`config.mk`:
```
export PLATFORM = sky130hd
export DESIGN_NAME = hamming_packet_encoder
export DESIGN_NICKNAME = d
export VERILOG_FILES = /design/src/rtl/hpe_pkg.sv /design/src/rtl/hpe_front.sv /design/src/rtl/hpe_cmd_queue.sv /design/src/rtl/hpe_back.sv /design/src/rtl/hamming_packet_encoder.sv
export VERILOG_INCLUDE_DIRS = /design/src /design/src/rtl
export SDC_FILE = /design/constraint.sdc
export NUM_CORES = 1
export LEC_CHECK = 0
export ABC_AREA = 1
export BUFFER_PORTS_ARGS = -buffer_cell sky130_fd_sc_hd__buf_2
export CORE_UTILIZATION = 30
export CTS_BUF_LIST = sky130_fd_sc_hd__clkbuf_4
export CTS_CLUSTER_DIAMETER = 200
export DETAILED_ROUTE_END_ITERATION = 8
export PLACE_DENSITY = 0.5
export SLEW_MARGIN = 5
export SYNTH_ARGS = -nofsm -noshare
export SYNTH_HDL_FRONTEND = slang
export SYNTH_HIERARCHICAL = 1
export SYNTH_SLANG_ARGS = --single-unit
```
`constraint.sdc`:
```
create_clock -name clk -period 4.7 [get_ports clk]
set_clock_uncertainty 0.15 [all_clocks]
set_input_delay 0.705 -clock clk [delete_from_list [all_inputs] [get_ports clk]]
set_output_delay 0.705 -clock clk [all_outputs]
set_load 0.05 [all_outputs]
```
`src/rtl/hamming_packet_encoder_defines.svh`:
```
// Assertion macros shared by the Hamming packet encoder modules.
`ifndef HAMMING_PACKET_ENCODER_DEFINES_SVH
`define HAMMING_PACKET_ENCODER_DEFINES_SVH

// Checked only outside reset.
`define HPE_ASSERT(name, prop) \
  name: assert property (@(posedge clk) disable iff (rst) prop) \
    else $error("hpe assertion failed");

// Checked on every edge, reset included.
`define HPE_ASSERT_ALWAYS(name, prop) \
  name: assert property (@(posedge clk) prop) \
    else $error("hpe assertion failed");

`endif

```
`src/rtl/hpe_pkg.sv`:
```
// Package: constants, types and helper functions of the Hamming packet encoder.
package hpe_pkg;

  localparam int MAX_CHECK_BITS = 8;
  localparam int MIN_CHECK_BITS = 4;
  localparam int R_W            = 4;
  localparam int BYTE_W         = 8;
  localparam int BIT_W          = 3;
  localparam int WIN_AW         = BIT_W + 1;

  localparam int PKT_BYTES  = 1 << (MAX_CHECK_BITS - MIN_CHECK_BITS);
  localparam int PKT_AW     = $clog2(PKT_BYTES);
  localparam int CNT_W      = $clog2(PKT_BYTES + 1);
  localparam int DIDX_W     = PKT_AW + BIT_W;

  localparam int CODE_BITS  = (1 << (MAX_CHECK_BITS - 1)) + MAX_CHECK_BITS;
  localparam int CODE_BYTES = (CODE_BITS + 7) >> 3;
  localparam int IDX_W      = $clog2(CODE_BYTES);
  localparam int POS_W      = $clog2(CODE_BITS + 1);
  localparam int LG_W       = $clog2(POS_W);

  localparam int BANKS      = 2;
  localparam int BANK_W     = $clog2(BANKS);
  localparam int QC_W       = $clog2(BANKS + 1);
  localparam int MEM_AW     = BANK_W + PKT_AW;

  localparam int OFIFO_DEPTH = 4;
  localparam int OF_AW       = $clog2(OFIFO_DEPTH);
  localparam int OF_CW       = $clog2(OFIFO_DEPTH + 1);

  typedef struct packed {
    logic [CNT_W-1:0] nbytes_in;
    logic [POS_W-1:0] syn;
    logic [R_W-1:0]   r;
    logic             last;
  } cmd_t;

  typedef struct packed {
    logic              en;
    logic [MEM_AW-1:0] addr;
    logic [BYTE_W-1:0] data;
  } wr_req_t;

  typedef struct packed {
    logic              full;
    logic              empty;
    logic [BANK_W-1:0] wr_slot;
    logic [BANK_W-1:0] rd_slot;
  } qstat_t;

  typedef struct packed {
    logic [BYTE_W-1:0] code_byte;
    logic              packet_last;
    logic              message_last;
  } out_t;

  // 1-based codeword position of data bit d (skips positions 1, 2, 4, ...)
  function automatic logic [POS_W-1:0] data_pos(input logic [DIDX_W-1:0] d);
    logic [POS_W-1:0] q;
    q = POS_W'(d) + POS_W'(3);
    for (int k = 2; k < MAX_CHECK_BITS; k++) begin
      if (q >= POS_W'(1 << k)) q = q + POS_W'(1);
    end
    return q;
  endfunction

  function automatic logic [LG_W-1:0] floor_log2(input logic [POS_W-1:0] v);
    logic [LG_W-1:0] lg;
    lg = '0;
    for (int k = 0; k < POS_W; k++) begin
      if (v[k]) lg = LG_W'(k);
    end
    return lg;
  endfunction

endpackage

```
`src/rtl/hpe_front.sv`:
```
// Front end: collects message bytes into a packet bank and accumulates its syndrome.
module hpe_front
  import hpe_pkg::*;
(
  input  logic              clk,
  input  logic              rst,
  input  logic              push,
  input  logic [BYTE_W-1:0] data_byte,
  input  logic              message_end,
  output logic              full,
  input  logic              cfg_valid,
  output logic              cfg_ready,
  input  logic [R_W-1:0]    cfg_data,
  input  qstat_t            qstat,
  output logic              q_push,
  output cmd_t              q_cmd,
  output wr_req_t           mem_wr
);

  logic [R_W-1:0]   check_bits;
  logic [CNT_W-1:0] count;
  logic [POS_W-1:0] syn;

  logic [R_W-1:0]   r_eff;
  logic [CNT_W-1:0] pkt_bytes;
  logic [CNT_W-1:0] count_next;
  logic [POS_W-1:0] syn_next;
  logic             accept;
  logic             done;

  always_comb begin
    if (check_bits < R_W'(MIN_CHECK_BITS)) begin
      r_eff = R_W'(MIN_CHECK_BITS);
    end else if (check_bits > R_W'(MAX_CHECK_BITS)) begin
      r_eff = R_W'(MAX_CHECK_BITS);
    end else begin
      r_eff = check_bits;
    end
  end

  assign pkt_bytes  = CNT_W'(1) << (r_eff - R_W'(MIN_CHECK_BITS));
  assign full       = qstat.full;
  assign cfg_ready  = 1'b1;
  assign accept     = push && !qstat.full;
  assign count_next = count + CNT_W'(1);
  assign done       = accept && ((count_next == pkt_bytes) || message_end);

  always_comb begin
    syn_next = syn;
    for (int b = 0; b < BYTE_W; b++) begin
      if (data_byte[b]) syn_next = syn_next ^ data_pos({count[PKT_AW-1:0], BIT_W'(b)});
    end
  end

  assign q_push = done;
  assign q_cmd  = '{nbytes_in: count_next, syn: syn_next, r: r_eff, last: message_end};
  assign mem_wr = '{en: accept, addr: {qstat.wr_slot, count[PKT_AW-1:0]}, data: data_byte};

  always_ff @(posedge clk) begin
    if (rst) begin
      check_bits <= R_W'(MIN_CHECK_BITS);
      count      <= '0;
      syn        <= '0;
    end else if (cfg_valid) begin
      check_bits <= cfg_data;
      count      <= '0;
      syn        <= '0;
    end else if (accept) begin
      if (done) begin
        count <= '0;
        syn   <= '0;
      end else begin
        count <= count_next;
        syn   <= syn_next;
      end
    end
  end

endmodule

```
`src/rtl/hpe_cmd_queue.sv`:
```
// Packet request queue between front and back end; slot index doubles as packet bank.
`include "hamming_packet_encoder_defines.svh"
module hpe_cmd_queue
  import hpe_pkg::*;
(
  input  logic   clk,
  input  logic   rst,
  input  logic   push,
  input  cmd_t   push_cmd,
  input  logic   pop,
  output cmd_t   head,
  output qstat_t qstat
);

  cmd_t              slots [BANKS];
  logic [BANK_W-1:0] wr_ptr;
  logic [BANK_W-1:0] rd_ptr;
  logic [QC_W-1:0]   cnt;

  logic full;
  logic empty;

  assign full  = (cnt == QC_W'(BANKS));
  assign empty = (cnt == '0);
  assign head  = slots[rd_ptr];
  assign qstat = '{full: full, empty: empty, wr_slot: wr_ptr, rd_slot: rd_ptr};

  always_ff @(posedge clk) begin
    if (push) slots[wr_ptr] <= push_cmd;
  end

  always_ff @(posedge clk) begin
    if (rst) begin
      wr_ptr <= '0;
      rd_ptr <= '0;
      cnt    <= '0;
    end else begin
      if (push) wr_ptr <= wr_ptr + BANK_W'(1);
      if (pop)  rd_ptr <= rd_ptr + BANK_W'(1);
      cnt <= cnt + QC_W'(push) - QC_W'(pop);
    end
  end

  `HPE_ASSERT(a_push_has_room, push |-> !full)
  `HPE_ASSERT(a_pop_has_entry, pop |-> !empty)

endmodule

```
`src/rtl/hpe_back.sv`:
```
// Back end: packet memory, codeword byte generation and result queue.
`include "hamming_packet_encoder_defines.svh"
module hpe_back
  import hpe_pkg::*;
(
  input  logic              clk,
  input  logic              rst,
  input  wr_req_t           mem_wr,
  input  qstat_t            qstat,
  input  cmd_t              head,
  output logic              q_pop,
  output logic [BYTE_W-1:0] code_byte,
  output logic              packet_last,
  output logic              message_last,
  output logic              empty,
  input  logic              pop
);

  logic [BYTE_W-1:0] pkt_mem [BANKS * PKT_BYTES];
  logic [BYTE_W-1:0] rd_lo;
  logic [BYTE_W-1:0] rd_hi;

  logic [IDX_W-1:0]  byte_idx;
  logic [POS_W-1:0]  nbits;
  logic [IDX_W-1:0]  last_idx;
  logic [PKT_AW-1:0] lo;
  logic [CNT_W-1:0]  hi;
  logic              issue;

  logic              sb_valid;
  logic [IDX_W-1:0]  sb_idx;
  logic [PKT_AW-1:0] sb_lo;
  logic              sb_lo_ok;
  logic              sb_hi_ok;
  logic [POS_W-1:0]  sb_syn;
  logic [POS_W-1:0]  sb_nbits;
  logic              sb_plast;
  logic              sb_mlast;
  logic [BYTE_W-1:0] code_next;

  out_t             ofifo [OFIFO_DEPTH];
  logic [OF_AW-1:0] of_wp;
  logic [OF_AW-1:0] of_rp;
  logic [OF_CW-1:0] of_cnt;
  logic             of_pop;

  // stage A: pick the two packet bytes that cover this code byte
  assign nbits    = (POS_W'(1) << (head.r - R_W'(1))) + POS_W'(head.r);
  assign last_idx = IDX_W'((nbits - POS_W'(1)) >> 3);
  assign lo       = (byte_idx == '0) ? '0 : PKT_AW'(byte_idx - IDX_W'(1));
  assign hi       = CNT_W'(lo) + CNT_W'(1);
  assign issue    = !qstat.empty && ((of_cnt + OF_CW'(sb_valid)) < OF_CW'(OFIFO_DEPTH));
  assign q_pop    = issue && (byte_idx == last_idx);

  always_ff @(posedge clk) begin
    if (mem_wr.en) pkt_mem[mem_wr.addr] <= mem_wr.data;
    if (issue) begin
      rd_lo <= pkt_mem[{qstat.rd_slot, lo}];
      rd_hi <= pkt_mem[{qstat.rd_slot, hi[PKT_AW-1:0]}];
    end
  end

  always_ff @(posedge clk) begin
    if (issue) begin
      sb_idx   <= byte_idx;
      sb_lo    <= lo;
      sb_lo_ok <= CNT_W'(lo) < head.nbytes_in;
      sb_hi_ok <= hi < head.nbytes_in;
      sb_syn   <= head.syn;
      sb_nbits <= nbits;
      sb_plast <= q_pop;
      sb_mlast <= q_pop && head.last;
    end
  end

  always_ff @(posedge clk) begin
    if (rst) begin
      byte_idx <= '0;
      sb_valid <= 1'b0;
    end else begin
      sb_valid <= issue;
      if (issue) byte_idx <= q_pop ? '0 : byte_idx + IDX_W'(1);
    end
  end

  // stage B: parity, data or zero fill for each of the eight positions
  always_comb begin
    logic [POS_W-1:0]      q;
    logic [POS_W-1:0]      d;
    logic [POS_W-1:0]      off;
    logic [LG_W-1:0]       lg;
    logic [2*BYTE_W-1:0]   win;
    win = {sb_hi_ok ? rd_hi : '0, sb_lo_ok ? rd_lo : '0};
    code_next = '0;
    for (int b = 0; b < BYTE_W; b++) begin
      q   = POS_W'({sb_idx, BIT_W'(b)}) + POS_W'(1);
      lg  = floor_log2(q);
      d   = q - POS_W'(2) - POS_W'(lg);
      off = d - POS_W'({sb_lo, BIT_W'(0)});
      if (q > sb_nbits) begin
        code_next[b] = 1'b0;
      end else if ((q & (q - POS_W'(1))) == '0) begin
        code_next[b] = sb_syn[lg];
      end else begin
        code_next[b] = win[off[WIN_AW-1:0]];
      end
    end
  end

  // result queue
  assign empty        = (of_cnt == '0);
  assign of_pop       = pop && !empty;
  assign code_byte    = ofifo[of_rp].code_byte;
  assign packet_last  = ofifo[of_rp].packet_last;
  assign message_last = ofifo[of_rp].message_last;

  always_ff @(posedge clk) begin
    if (sb_valid) begin
      ofifo[of_wp] <= '{code_byte: code_next, packet_last: sb_plast, message_last: sb_mlast};
    end
  end

  always_ff @(posedge clk) begin
    if (rst) begin
      of_wp  <= '0;
      of_rp  <= '0;
      of_cnt <= '0;
    end else begin
      if (sb_valid) of_wp <= of_wp + OF_AW'(1);
      if (of_pop)   of_rp <= of_rp + OF_AW'(1);
      of_cnt <= of_cnt + OF_CW'(sb_valid) - OF_CW'(of_pop);
    end
  end

  `HPE_ASSERT(a_ofifo_no_overflow, sb_valid |-> (of_cnt != OF_CW'(OFIFO_DEPTH)))
  `HPE_ASSERT(a_msg_last_ends_packet, !empty |-> (!message_last || packet_last))
  `HPE_ASSERT_ALWAYS(a_empty_after_reset, $past(rst) |-> empty)

endmodule

```
`src/rtl/hamming_packet_encoder.sv`:
```
// Top level of the Hamming packet encoder: front end, request queue, back end.
// Path: a packet's first code byte passes the request queue, stage A registers and result queue before pop.
// Throughput: 1 byte in per cycle into a free bank; 1 code byte out per cycle while pop is held.
// Sustained rate: set by the single output port; ceil(n/8) code bytes per 2^(r-4) data bytes.
// Reset: synchronous; clears queues and counters, check_bits returns to 4.
module hamming_packet_encoder
  import hpe_pkg::*;
(
  input  logic              clk,
  input  logic              rst,
  input  logic              push,
  output logic              full,
  input  logic [BYTE_W-1:0] data_byte,
  input  logic              message_end,
  output logic              empty,
  input  logic              pop,
  output logic [BYTE_W-1:0] code_byte,
  output logic              packet_last,
  output logic              message_last,
  input  logic              cfg_valid,
  output logic              cfg_ready,
  input  logic [R_W-1:0]    cfg_data
);

  qstat_t  qstat;
  cmd_t    q_cmd;
  cmd_t    head;
  wr_req_t mem_wr;
  logic    q_push;
  logic    q_pop;

  hpe_front u_front (
    .clk         (clk),
    .rst         (rst),
    .push        (push),
    .data_byte   (data_byte),
    .message_end (message_end),
    .full        (full),
    .cfg_valid   (cfg_valid),
    .cfg_ready   (cfg_ready),
    .cfg_data    (cfg_data),
    .qstat       (qstat),
    .q_push      (q_push),
    .q_cmd       (q_cmd),
    .mem_wr      (mem_wr)
  );

  hpe_cmd_queue u_cmdq (
    .clk      (clk),
    .rst      (rst),
    .push     (q_push),
    .push_cmd (q_cmd),
    .pop      (q_pop),
    .head     (head),
    .qstat    (qstat)
  );

  hpe_back u_back (
    .clk          (clk),
    .rst          (rst),
    .mem_wr       (mem_wr),
    .qstat        (qstat),
    .head         (head),
    .q_pop        (q_pop),
    .code_byte    (code_byte),
    .packet_last  (packet_last),
    .message_last (message_last),
    .empty        (empty),
    .pop          (pop)
  );

endmodule
```
==> flow_summary.ini <==
[cts]
insertion_delay_ps = 920
clk_path_buf_depth = 3
cts_max_level = 3
clock_sinks = 411
root_buffer = clkbuf_4
cts_tree = built
clkTransAtPathRegs_ps = 70
numCtsBuffers = 110

[timing]
grt_setup_unrepaired = yes
tightest_slew_ps = 949
finalMaxSlewViolations = 0
finalWorstSetupSlack_ps = 383
finalHoldViolCount = 0
setup_violations = 0
layout_min_cycle_time_ps = 4320
relSlewSlack_pct = 36.5
fmax_ghz = 0.232
fin_crit_sh_pct = 91.9

[finish]
final_area_sq_um = 29800
final_core_util_pct = 34.2
final_nets = 3402
multi_input_area_sq_um = 12300
fill_cells = 9174
fin_cells = 4535
drive_above_1_share_pct = 14.2
seq_area_sq_um = 12000
syn_to_final_growth_pct = 12.8

[power_and_ir_drop]
p_total_uw = 17500
vdd_drop_max_v = 0.000428
p_leak_uw = 0.0121
power.density_nw_per_um2 = 589

[global_route]
grt_max_degree = 190
antenna_found_initial = 4
grt_pass1_vias = 20923
grtUsageTotal_pct = 17.9
grt_overflow = 0
grt_pass1_wl_microns = 123000

[detailed_routing]
drtIter0Drc = 2048
drc = 0
ant_nets = 0
viasPerCell = 4.95
wl_per_cell_microns = 17.8
detail_route.first_pass.iterations = 5
vias = 22437
routed_wl_microns = 80500

[logic_synthesis]
synth_edf_count = 374
synth_cells = 3172
synth_common_cells = 681 x nand2_1, 374 x edfxtp_1, 349 x inv_1
ys.warnings.count = 6
ys_ff_latch = 411
synth_top_area_share_pct = 42.5
synth_seq_area_share_pct = 45.3
synth_ff_type = edfxtp_1
synth_most_common_cell = nand2_1
ys_types = 67
syn_area_per_cell_sq_um = 8.33
syn_area_sq_um = 26400
yosysTopAreaCell = edfxtp_1
async_flop_share_pct = 0
ys_top_cells_by_area = edfxtp_1 43%, nand2_1 9.7%, nand3_1 5.7%

[placed_design]
placed_cells = 4307
hpwl_microns = 54800
io_buffers = 29
preCtsSetupSlack_ps = 194
dpl_cell_area_sq_um = 28000
gp_congestion = 0.857

[setup_path]
path_common_cell = nand2_1
critPathMaxFanout = 10
start_kind = flop
path_class = reg -> reg
cp.arrival_ps = 4750
critical_path.endpoint_type = flop
crit_path_max_incr_delay_ps = 590
worst-endpoint-required_ps = 5130
cp_slowest_cell = fa_2

[die]
die_w_microns = 299
coreArea_sq_um = 87000
io_pins = 31
dieHeight_microns = 299
start_util_pct = 30.4
die_area_sq_um = 89200
rows = 108

[run]
maxCapViolCount = 0

[min_path]
hold_class = in -> reg

[outcome]
status = completed
critical path: cells and delay by family, from the launching register on:
family	cells	cell delay (ps)
DFF	1	370
AOI/OAI and AO/OA	2	160
and+or+nand+nor	13	1210
adders and majority gates	4	1370
buffers and inverters	9	770
what timing repair did:
action,4_1_cts,5_1_grt
gates resized for setup,0,34
setup buffers,0,9
endpoints found under the setup margin,0,23
hold buffers,15,0
hold endpoints to repair,10,0
cells by family (layout without fill, tap and decap cells):
family / after synthesis / after routing / share of synthesized area (%)
AOI/OAI and AO/OA: 613 / 613 / 14.0
xor gates and xnor gates: 57 / 57 / 2.09
adders and majority gates: 96 / 96 / 4.66
buffers and inverters: 533 / 730 / 8.62
DFF: 411 / 411 / 45.3
muxes: 18 / 18 / 0.910
other: 2 / 13 / 0.0284
and+or+nand+nor: 1442 / 1442 / 24.4
worst paths after layout:
| path | startpoint | to | slack, ps | depth (start not counted) |
|---|---|---|---|---|
| worst max-delay path | u_front/count[0] | u_cmdq/slots[1][9] | 380 | 28 |
| worst min-delay path | pop | u_back/of_rp[0] | 120 | 4 |
| worst max register to register | u_front/count[0] | u_cmdq/slots[1][9] | 380 | 28 |
| worst min register to register | u_front/syn[3] | u_front/syn[3] | 330 | 2 |
routing by layer:
| layer | GRT usage (%) | vias up | wire, microns |
|---|---|---|---|
| met4 | 6.75 | 2 | 2240 |
| met3 | 3.16 | 126 | 4980 |
| met5 | 0 | - | 13 |
| met2 | 28.8 | 663 | 37200 |
| met1 | 23.8 | 10461 | 36100 |
| li1 | - | 11185 | - |
where the power goes:
| part | switching (uW) | total, uW | internal (uW) |
|---|---|---|---|
| sequential | 201 | 4820 | 4620 |
| clock | 1550 | 3170 | 1620 |
| combinational | 6760 | 9560 | 2800 |
cells in the final DEF, fill, tap and decap left out, types with 16 or more instances in the layout:
master / instances
o22ai_1: 38
o21ai_0: 233
nor3_1: 18
buf_4: 103
nand2_2: 30
ha_1: 88
a21oi_1: 121
buf_2: 29
edfxtp_1: 374
clkbuf_4: 167
o211ai_1: 121
inv_1: 346
clkinv_1: 28
xnor2_1: 16
dfxtp_1: 32
nand3_1: 298
nor2_1: 277
xor2_1: 33
o221ai_1: 24
nand4_1: 62
inv_2: 25
nand2_1: 676
per-stage QoR:
stage | hold slack [ps] | TNS (ps)
after global placement | 309 | 0
after global routing | 112 | -1.14
after detailed placement | 311 | 0
final | 122 | 0
after floorplan | 286 | 0
after CTS | 30.9 | 0
area by class of cell:
class | count | area share (%)
clock buffer | 167 | 4.21
inverter | 376 | 4.79
sequential | 411 | 40.2
multi-input combinational | 2236 | 41.4
clock inverter | 34 | 0.508
timing repair buffer | 153 | 3.97
antenna | 3 | 0.0252
tap | 1155 | 4.85
registers in the layout, indices dropped and copies added (netlist names), named ones only:
signal and flops:
u_back/rd_lo 8, u_back/sb_plast 1, u_back/ofifo 40, u_back/sb_idx 5
u_back/sb_hi_ok 1, u_front/syn 8, u_front/check_bits 4, u_back/byte_idx 5
u_back/sb_syn 8, u_back/sb_mlast 1, u_back/of_cnt 3, u_back/of_wp 2
u_front/count 5, u_back/pkt_mem 256, u_back/rd_hi 8, u_cmdq/wr_ptr 1
u_back/sb_nbits 8, u_back/sb_lo_ok 1, u_back/of_rp 2, u_back/sb_lo 1
u_cmdq/slots 36, u_cmdq/cnt 2, u_cmdq/rd_ptr 1, u_back/sb_valid 1
No activity file was read; power rests on OpenSTA's default activity.
